$ cat src/rtl/core/dfs_topological_sort_macros.svh
// Assertion macros for the topological sorter.
// Uses clk_i and rst_ni of the module that includes it.
`ifndef DFS_TOPOLOGICAL_SORT_MACROS_SVH
`define DFS_TOPOLOGICAL_SORT_MACROS_SVH
`ifndef SYNTHESIS
`define DFS_ASSERT(label, expr, msg) \
  label: assert property (@(posedge clk_i) disable iff (!rst_ni) (expr)) else $error(msg);
`define DFS_ASSERT_NEXT(label, ante, cons, msg) \
  label: assert property (@(posedge clk_i) disable iff (!rst_ni) (ante) |=> (cons)) \
    else $error(msg);
`else
`define DFS_ASSERT(label, expr, msg)
`define DFS_ASSERT_NEXT(label, ante, cons, msg)
`endif
`endif

$ cat src/rtl/core/dfs_pkg.sv
// Shared types and constants of the topological sorter.
// No dependencies.
`default_nettype none
package dfs_pkg;
  localparam int NODES_DEF = 32;
  localparam int NODE_W    = 5;
  localparam int ROW_W     = 32;
  localparam int CFG_W     = 6;
  localparam logic [CFG_W-1:0] NC_RESET = 6'd32;

  typedef enum logic {
    FUNC_WRITE = 1'b0,
    FUNC_RUN   = 1'b1
  } func_e;

  typedef struct packed {
    logic              func;
    logic [4:0]        row_index;
    logic [ROW_W-1:0]  row_bits;
  } dfs_in_t;

  typedef struct packed {
    logic [NODE_W-1:0] node;
    logic              cyclic;
    logic              last;
  } dfs_out_t;

  typedef enum logic [2:0] {
    ST_IDLE,
    ST_ROOT,
    ST_SCAN,
    ST_POP,
    ST_CYC,
    ST_RD,
    ST_OUT
  } state_e;

  typedef struct packed {
    logic wr_row;
    logic start;
    logic pass2;
    logic root_inc;
    logic root_open;
    logic finish_node;
    logic pop_rd;
    logic pop_load;
    logic push;
    logic j_inc;
    logic emit_start;
    logic emit_rd;
    logic emit_next;
    logic show_cyc;
  } dfs_ctl_t;

  typedef struct packed {
    logic cnt_zero;
    logic detect;
    logic root_done;
    logic root_white;
    logic j_done;
    logic edge_set;
    logic j_grey;
    logic j_white;
    logic can_push;
    logic sp_zero;
    logic k_last;
  } dfs_sts_t;
endpackage
`default_nettype wire

$ cat src/rtl/core/dfs_dpath.sv
// Datapath: adjacency, stack and order memories, colour flags, counters.
// Depends on dfs_pkg.
`default_nettype none
module dfs_dpath #(
  parameter int NODES = dfs_pkg::NODES_DEF
) (
  input  logic                      clk_i,
  input  logic                      rst_ni,
  input  logic                      cfg_we_i,
  input  logic [dfs_pkg::CFG_W-1:0] cfg_wdata_i,
  input  dfs_pkg::dfs_in_t          in_i,
  input  dfs_pkg::dfs_ctl_t         ctl_i,
  output dfs_pkg::dfs_sts_t         sts_o,
  output dfs_pkg::dfs_out_t         out_o
);
  import dfs_pkg::*;

  localparam int NW = $clog2(NODES);
  localparam int CW = $clog2(NODES + 1);

  logic [ROW_W-1:0] adj_mem [NODES];
  logic [NW-1:0]    stk_v_mem [NODES];
  logic [CW-1:0]    stk_n_mem [NODES];
  logic [NW-1:0]    ord_mem [NODES];

  logic [ROW_W-1:0] adj_rd_q;
  logic [NW-1:0]    stk_v_rd_q;
  logic [CW-1:0]    stk_n_rd_q;
  logic [NW-1:0]    ord_rd_q;

  logic [CFG_W-1:0] nc_q;
  logic             detect_q;
  logic [CW-1:0]    root_q, j_q, ptr_q, k_q;
  logic [NW-1:0]    v_q, sp_q;
  logic [NODES-1:0] grey_q, black_q;

  logic [CW-1:0] cnt;
  logic [NW-1:0] jn, rn;
  logic [6:0]    jx;
  logic          adj_re;
  logic [NW-1:0] adj_ra;

  assign cnt = (7'(nc_q) > 7'(NODES)) ? CW'(NODES) : CW'(nc_q);
  assign jn  = NW'(j_q);
  assign rn  = NW'(root_q);
  assign jx  = 7'(j_q);

  assign sts_o.cnt_zero   = (cnt == '0);
  assign sts_o.detect     = detect_q;
  assign sts_o.root_done  = (root_q == cnt);
  assign sts_o.root_white = !grey_q[rn] && !black_q[rn];
  assign sts_o.j_done     = (j_q == cnt);
  // rows carry 32 bits; neighbors beyond that have no edge
  assign sts_o.edge_set   = (jx < 7'(ROW_W)) && adj_rd_q[jx[4:0]];
  assign sts_o.j_grey     = grey_q[jn];
  assign sts_o.j_white    = !grey_q[jn] && !black_q[jn];
  assign sts_o.can_push   = (sp_q < NW'(NODES - 1));
  assign sts_o.sp_zero    = (sp_q == '0);
  assign sts_o.k_last     = (k_q == cnt - CW'(1));

  assign out_o.node   = ctl_i.show_cyc ? '0 : NODE_W'(ord_rd_q);
  assign out_o.cyclic = ctl_i.show_cyc;
  assign out_o.last   = ctl_i.show_cyc | sts_o.k_last;

  always_comb begin
    adj_re = 1'b1;
    adj_ra = rn;
    priority if (ctl_i.root_open) begin
      adj_ra = rn;
    end else if (ctl_i.push) begin
      adj_ra = jn;
    end else if (ctl_i.pop_load) begin
      adj_ra = stk_v_rd_q;
    end else begin
      adj_re = 1'b0;
    end
  end

  always_ff @(posedge clk_i) begin
    if (ctl_i.wr_row && (7'(in_i.row_index) < 7'(NODES))) begin
      adj_mem[NW'(in_i.row_index)] <= in_i.row_bits;
    end
  end

  always_ff @(posedge clk_i) begin
    if (adj_re) begin
      adj_rd_q <= adj_mem[adj_ra];
    end
  end

  always_ff @(posedge clk_i) begin
    if (ctl_i.push) begin
      stk_v_mem[sp_q] <= v_q;
      stk_n_mem[sp_q] <= j_q + CW'(1);
    end
  end

  always_ff @(posedge clk_i) begin
    if (ctl_i.pop_rd) begin
      stk_v_rd_q <= stk_v_mem[sp_q - NW'(1)];
      stk_n_rd_q <= stk_n_mem[sp_q - NW'(1)];
    end
  end

  always_ff @(posedge clk_i) begin
    if (ctl_i.finish_node && !detect_q) begin
      ord_mem[NW'(ptr_q - CW'(1))] <= v_q;
    end
  end

  always_ff @(posedge clk_i) begin
    if (ctl_i.emit_rd) begin
      ord_rd_q <= ord_mem[NW'(k_q)];
    end
  end

  always_ff @(posedge clk_i or negedge rst_ni) begin
    if (!rst_ni) begin
      nc_q     <= NC_RESET;
      detect_q <= 1'b0;
      root_q   <= '0;
      j_q      <= '0;
      ptr_q    <= '0;
      k_q      <= '0;
      v_q      <= '0;
      sp_q     <= '0;
      grey_q   <= '0;
      black_q  <= '0;
    end else begin
      if (cfg_we_i) begin
        nc_q <= cfg_wdata_i;
      end
      if (ctl_i.start || ctl_i.pass2) begin
        grey_q   <= '0;
        black_q  <= '0;
        root_q   <= '0;
        detect_q <= ctl_i.start;
        ptr_q    <= cnt;
      end
      if (ctl_i.root_inc) begin
        root_q <= root_q + CW'(1);
      end
      if (ctl_i.root_open) begin
        grey_q[rn] <= 1'b1;
        v_q        <= rn;
        j_q        <= '0;
        sp_q       <= '0;
      end
      if (ctl_i.push) begin
        grey_q[jn] <= 1'b1;
        v_q        <= jn;
        j_q        <= '0;
        sp_q       <= sp_q + NW'(1);
      end
      if (ctl_i.j_inc) begin
        j_q <= j_q + CW'(1);
      end
      if (ctl_i.finish_node) begin
        grey_q[v_q]  <= 1'b0;
        black_q[v_q] <= 1'b1;
        if (!detect_q) begin
          ptr_q <= ptr_q - CW'(1);
        end
      end
      if (ctl_i.pop_rd) begin
        sp_q <= sp_q - NW'(1);
      end
      if (ctl_i.pop_load) begin
        v_q <= stk_v_rd_q;
        j_q <= stk_n_rd_q;
      end
      if (ctl_i.emit_start) begin
        k_q <= '0;
      end
      if (ctl_i.emit_next) begin
        k_q <= k_q + CW'(1);
      end
    end
  end
endmodule
`default_nettype wire

$ cat src/rtl/core/dfs_ctrl.sv
// Controller state machine: sequences row loads, both search passes and
// result delivery. Depends on dfs_pkg.
`default_nettype none
module dfs_ctrl (
  input  logic              clk_i,
  input  logic              rst_ni,
  input  logic              in_valid_i,
  input  logic              func_i,
  output logic              in_stall_o,
  output logic              out_valid_o,
  input  logic              out_stall_i,
  input  dfs_pkg::dfs_sts_t sts_i,
  output dfs_pkg::dfs_ctl_t ctl_o
);
  import dfs_pkg::*;

  state_e state_q, state_d;
  logic   in_fire, out_take, cycle_hit;

  assign in_stall_o  = (state_q != ST_IDLE);
  assign out_valid_o = (state_q == ST_CYC) || (state_q == ST_OUT);
  assign in_fire     = in_valid_i && !in_stall_o;
  assign out_take    = out_valid_o && !out_stall_i;
  assign cycle_hit   = sts_i.edge_set && sts_i.detect && sts_i.j_grey;

  always_comb begin
    state_d = state_q;
    unique case (state_q)
      ST_IDLE: begin
        if (in_fire && func_i == FUNC_RUN && !sts_i.cnt_zero) state_d = ST_ROOT;
      end
      ST_ROOT: begin
        if (sts_i.root_done) begin
          if (!sts_i.detect) state_d = ST_RD;
        end else if (sts_i.root_white) begin
          state_d = ST_SCAN;
        end
      end
      ST_SCAN: begin
        if (sts_i.j_done) begin
          state_d = sts_i.sp_zero ? ST_ROOT : ST_POP;
        end else if (cycle_hit) begin
          state_d = ST_CYC;
        end
      end
      ST_POP:  state_d = ST_SCAN;
      ST_CYC:  if (out_take) state_d = ST_IDLE;
      ST_RD:   state_d = ST_OUT;
      ST_OUT: begin
        if (out_take) state_d = sts_i.k_last ? ST_IDLE : ST_RD;
      end
      default: state_d = ST_IDLE;
    endcase
  end

  always_comb begin
    ctl_o = '0;
    unique case (state_q)
      ST_IDLE: begin
        if (in_fire) begin
          ctl_o.wr_row = (func_i == FUNC_WRITE);
          ctl_o.start  = (func_i == FUNC_RUN) && !sts_i.cnt_zero;
        end
      end
      ST_ROOT: begin
        if (sts_i.root_done) begin
          ctl_o.pass2      = sts_i.detect;
          ctl_o.emit_start = !sts_i.detect;
        end else if (sts_i.root_white) begin
          ctl_o.root_open = 1'b1;
        end else begin
          ctl_o.root_inc = 1'b1;
        end
      end
      ST_SCAN: begin
        if (sts_i.j_done) begin
          ctl_o.finish_node = 1'b1;
          ctl_o.root_inc    = sts_i.sp_zero;
          ctl_o.pop_rd      = !sts_i.sp_zero;
        end else if (cycle_hit) begin
          ctl_o = '0;
        end else if (sts_i.edge_set && sts_i.j_white && sts_i.can_push) begin
          ctl_o.push = 1'b1;
        end else begin
          ctl_o.j_inc = 1'b1;
        end
      end
      ST_POP:  ctl_o.pop_load = 1'b1;
      ST_CYC:  ctl_o.show_cyc = 1'b1;
      ST_RD:   ctl_o.emit_rd = 1'b1;
      ST_OUT:  ctl_o.emit_next = out_take && !sts_i.k_last;
      default: ctl_o = '0;
    endcase
  end

  always_ff @(posedge clk_i or negedge rst_ni) begin
    if (!rst_ni) begin
      state_q <= ST_IDLE;
    end else begin
      state_q <= state_d;
    end
  end
endmodule
`default_nettype wire

$ cat src/rtl/core/dfs_topological_sort.sv
// Top level of the depth-first topological sorter with cycle detection.
// Depends on dfs_pkg, dfs_ctrl, dfs_dpath and the assertion macro header.
//
//   channel  direction  handshake              payload
//   in       input      in_valid_i/in_stall_o  in_i  (func, row_index, row_bits)
//   out      output     out_valid_o/out_stall_i out_o (node, cyclic, last)
//   cfg      input      cfg_we_i               cfg_wdata_i (node_count)
//
// A row load is taken while idle and leaves the block idle; rows stream back to back.
// A run walks one neighbor per cycle, plus the ROOT state per root visit and the POP
// state per stack pop, in both passes. Each result is read from the order memory
// in ST_RD and then shown in ST_OUT.
// Input stalls from run start until the last result is taken.
// Reset clears control state; memories are not cleared.
`default_nettype none
`include "dfs_topological_sort_macros.svh"
module dfs_topological_sort #(
  parameter int NODES = dfs_pkg::NODES_DEF
) (
  input  logic                      clk_i,
  input  logic                      rst_ni,
  input  logic                      cfg_we_i,
  input  logic [dfs_pkg::CFG_W-1:0] cfg_wdata_i,
  input  logic                      in_valid_i,
  output logic                      in_stall_o,
  input  dfs_pkg::dfs_in_t          in_i,
  output logic                      out_valid_o,
  input  logic                      out_stall_i,
  output dfs_pkg::dfs_out_t         out_o
);
  import dfs_pkg::*;

  dfs_ctl_t ctl;
  dfs_sts_t sts;

  dfs_ctrl u_ctrl (
    .clk_i       (clk_i),
    .rst_ni      (rst_ni),
    .in_valid_i  (in_valid_i),
    .func_i      (in_i.func),
    .in_stall_o  (in_stall_o),
    .out_valid_o (out_valid_o),
    .out_stall_i (out_stall_i),
    .sts_i       (sts),
    .ctl_o       (ctl)
  );

  dfs_dpath #(
    .NODES (NODES)
  ) u_dpath (
    .clk_i       (clk_i),
    .rst_ni      (rst_ni),
    .cfg_we_i    (cfg_we_i),
    .cfg_wdata_i (cfg_wdata_i),
    .in_i        (in_i),
    .ctl_i       (ctl),
    .sts_o       (sts),
    .out_o       (out_o)
  );

  // results only appear while a run holds off new requests
  `DFS_ASSERT(a_out_busy, !out_valid_o || in_stall_o, "result shown while idle")
  // a cycle report is always the final result
  `DFS_ASSERT(a_cyc_last, !(out_valid_o && out_o.cyclic) || out_o.last, "cyclic not last")
  // a row load leaves the block ready for the next request
  `DFS_ASSERT_NEXT(a_row_ready, in_valid_i && !in_stall_o && (in_i.func == FUNC_WRITE),
                   !in_stall_o, "row load made block busy")
endmodule
`default_nettype wire

$ cat config.mk
export PLATFORM = sky130hd
export DESIGN_NAME = dfs_topological_sort
export DESIGN_NICKNAME = d
export VERILOG_FILES = /design/src/rtl/core/dfs_pkg.sv /design/src/rtl/core/dfs_dpath.sv /design/src/rtl/core/dfs_ctrl.sv /design/src/rtl/core/dfs_topological_sort.sv
export VERILOG_INCLUDE_DIRS = /design/src /design/src/rtl/core
export SDC_FILE = /design/constraint.sdc
export NUM_CORES = 2
export LEC_CHECK = 0
export BUFFER_PORTS_ARGS = -buffer_cell sky130_fd_sc_hd__buf_4
export CAP_MARGIN = 20
export CORE_MARGIN = 8
export CORE_UTILIZATION = 45
export CTS_CLUSTER_DIAMETER = 150
export DETAILED_ROUTE_END_ITERATION = 16
export PLACE_DENSITY = 0.72
export SYNTH_ARGS = -nofsm -noshare
export SYNTH_HDL_FRONTEND = slang
export SYNTH_SLANG_ARGS = --single-unit
$ cat constraint.sdc
create_clock -name clk_i -period 5.3 [get_ports clk_i]
set_input_delay 0.53 -clock clk_i [delete_from_list [all_inputs] [get_ports clk_i]]
set_output_delay 0.53 -clock clk_i [all_outputs]
set_load 0.02 [all_outputs]
==> metrics <==
syn_area_per_cell 16.2 µm²; GP Congestion 0.906; EDFF count, synth 1584; Worst Skew 0.0345 ns; LEAKAGE 25.5 nW; Netlist cell types 84; placed inst area 72700 µm²; hpwl dp 109000 µm; Crit-path slowest cell dfrtp_1; total gr overflow 0; Initial Util 45.2%; GRT Resource Usage Total 21.7%; Final Instance Count excl. Fillers 6575; clk sinks 1691; Switching Share 34.3%; cell taking the most area after synthesis edfxtp_1; vias in the first global route 40000; worst flop-to-flop path startpoint u_dpath.j_q[3]; 1st-pass router iterations 9; dpl cells 6270; first-pass GRT wire length 267000 µm; yosys warns 0; fin area 77900 µm²; Net Count, Synth 4313; Antenna Nets Post-Route 0; CTS Root Cell clkbuf_16; worst vdd ir 549 µV; vias per std cell 6.19; Relative slew margins 23.5%; RSZ-0062 raised after global routing no; WHS Endpoint u_dpath.nc_q[0]; clock insertion delay at the later pin of the skew report 0.80 ns; register-to-register setup slack 0.20 ns; Comb power frac 33.3%; WS Path Type reg2reg; FMAX 196 MHz; area delta synth->final 13.7%; Synth area leaders edfxtp_1 (69%), mux4_2 (4.6%), dfrtp_1 (3.9%), mux2_2 (2.5%), nand2_1 (2.5%); Longest Clk Path Bufs 3; H-Tree Depth 4; crit-path max FO 22; Main synth FF type edfxtp_1; CP most frequent cell a22oi_1; largest net degree at the start of global routing 81; clock slew at reported path FFs 0.06 ns; worst hold stages 2; routed len/inst 27.8 µm; Gate Count Post-Synth 4244; hold_sp cfg_we_i; Worst-Margin Slew 1.14 ns; Reg-to-Reg End u_dpath.adj_rd_q[10]; Critical Path RT 5.81 ns; Final Setup Violations 0; status completed; drc violations 0; share of layout cells above drive strength 1 19.4%; FF+latch count, synth 1691; initial DRC count 5478; initial antenna violation count 11; power consumption 41.9 mW; nets 4485; Ports 58; Critical Path Start Type register; FP Rows 143; Internal Power 27.5 mW; Min Clock Period, post-route 5.10 ns; Util after Layout 51.4%; Psw 14.4 mW; class of the worst hold path in2reg; worst-path cell chain nor3b_1 -> a22o_1 -> a22oi_1 -> nand4_1 -> or4_4 -> a221o_4 -> buf_12 -> mux2_2 -> a22oi_1 -> o211ai_1 -> a221oi_1 -> a2111oi_2; chip width 406 µm; CTS tree built; Seq pwr share 40.0%; total CTS buffers 162; commonest non-fill, non-tap cell in the layout edfxtp_1; most frequent cells in the layout edfxtp_1 (1584), nand2_1 (457), buf_4 (251); core area 152000 µm²; Final Max Slew Viols 0; die height 406 µm; PwrDens 538 nW/µm²; slowest stage delay, CP 0.79 ns; via count 40700; part of the Yosys area used for sequential elements 73.3%; final hold vios 0; worst endpoint data arrival time 5.61 ns; Sum Neg Setup Slack 0 ns; Die ar. 165000 µm²; Async SR Flop Fraction 6.33%; max_cap viols 0; fin crit share 96.2%; area fraction of the dominant cell type after synthesis 69.4%; Clk pwr share 26.7%; post-CTS setup repair buffer count 0; count of buffers from port buffering 57; endpoint class of the critical path register; Register-to-Register Path Depth 12; Cell Area, Synth 68500 µm²; final WL 183000 µm
[sequential cells by signal (all words and copies together), names as in the netlist, 3 cells and up]
name / flops
u_dpath.adj_mem: 1024
u_dpath.stk_n_mem: 192
u_dpath.ord_mem: 160
u_dpath.stk_v_mem: 160
u_dpath.adj_rd_q: 32
u_dpath.black_q: 32
u_dpath.grey_q: 32
u_dpath.j_q: 6
u_dpath.k_q: 6
u_dpath.nc_q: 6
u_dpath.root_q: 6
u_dpath.stk_n_rd_q: 6
u_dpath.ord_rd_q: 5
u_dpath.ptr_q: 5
u_dpath.sp_q: 5
u_dpath.stk_v_rd_q: 5
u_dpath.v_q: 5
u_ctrl.state_q: 3
[cell usage after synthesis (all sizes together), types with 61 or more instances]
library cell / number
a22oi: 80
o21ai: 144
a21oi: 132
nand3: 93
mux4: 139
nand2: 459
and3: 61
mux2i: 164
dfrtp: 106
buf: 127
mux2: 154
edfxtp: 1584
nor2: 176
clkbuf: 150
a221oi: 100
[final cells by class]
type | count | area, µm²
Antenna cell | 4 | 10.0
Clock buffer | 207 | 4370
Fill cell | 12000 | 73600
Multi-Input combinational cell | 2254 | 17500
Inverter | 22 | 82.6
Clock inverter | 82 | 719
Timing Repair Buffer | 285 | 2460
Sequential cell | 1691 | 50300
Tap cell | 2030 | 2540
[power by group through the flow]
| stage | Combinational (mW) | Sequential [mW] | Clock [mW] |
|---|---|---|---|
| global placement | 13.4 | 17.0 | 0 |
| floorplan | 9.26 | 16.4 | 0 |
| CTS | 13.8 | 16.7 | 11.3 |
| finish | 13.9 | 16.7 | 11.2 |
| global route | 14.8 | 16.8 | 11.8 |
| detailed placement | 13.7 | 17.0 | 0 |
[how the worst max path moves through the flow]
stage | from | end | slack (ns)
after global routing | u_dpath.j_q[3] | u_dpath.adj_rd_q[10] | 0.03
after global placement | u_dpath.j_q[1] | u_dpath.adj_rd_q[10] | 0.18
final | u_dpath.j_q[3] | u_dpath.adj_rd_q[10] | 0.20
after CTS | u_dpath.j_q[1] | u_dpath.adj_rd_q[10] | 0.17
after detailed placement | u_dpath.j_q[1] | u_dpath.adj_rd_q[10] | 0.18
after floorplan | u_dpath.j_q[0] | u_dpath.adj_rd_q[28] | 0.80
[per-layer routing]
layer  global-route usage (%)  vias to the layer above  routed length (µm)
met1                     28.3                    20600               68600
met4                     9.26                       12                8060
met2                     35.2                     2377               87700
met5                        0                        -                  71
met3                     4.75                      475               18600
li1                         -                    17200                   -
[metrics by stage]
stage	hold WS, ns	worst slack [ns]
floorplan	0.234	0.799
global placement	0.438	0.182
detailed placement	0.444	0.178
CTS	0.00912	0.170
global route	0.0445	0.0321
finish	0.0679	0.200
[logic make-up (layout without fill, tap and decap cells)]
group	Yosys count	after routing	share of synthesized area [%]
XOR/XNOR	24	24	0.307
AND/OR/NAND/NOR	955	955	6.28
other	0	4	0
buffers and inverters	299	596	1.87
multiplexers	457	457	9.49
adder cells (fa/ha/maj)	20	20	0.365
AO/OA/AOI/OAI	798	798	8.38
flip-flops	1691	1691	73.3
[what timing repair did]
item                       in CTS  in global routing
hold buffers                    9                  0
hold endpoints to repair       62                  0
setup endpoints to repair       0                  3
gates resized for setup         0                  1
[critical path, delay by kind of cell (launching register included)]
kind,cells,cell delay (ns)
flip-flops,1,0.79
AND/OR/NAND/NOR,3,1.34
AO/OA/AOI/OAI,7,2.15
multiplexers,1,0.28
buffers and inverters,1,0.25
Note: power is estimated with default switching activity, not from simulation.
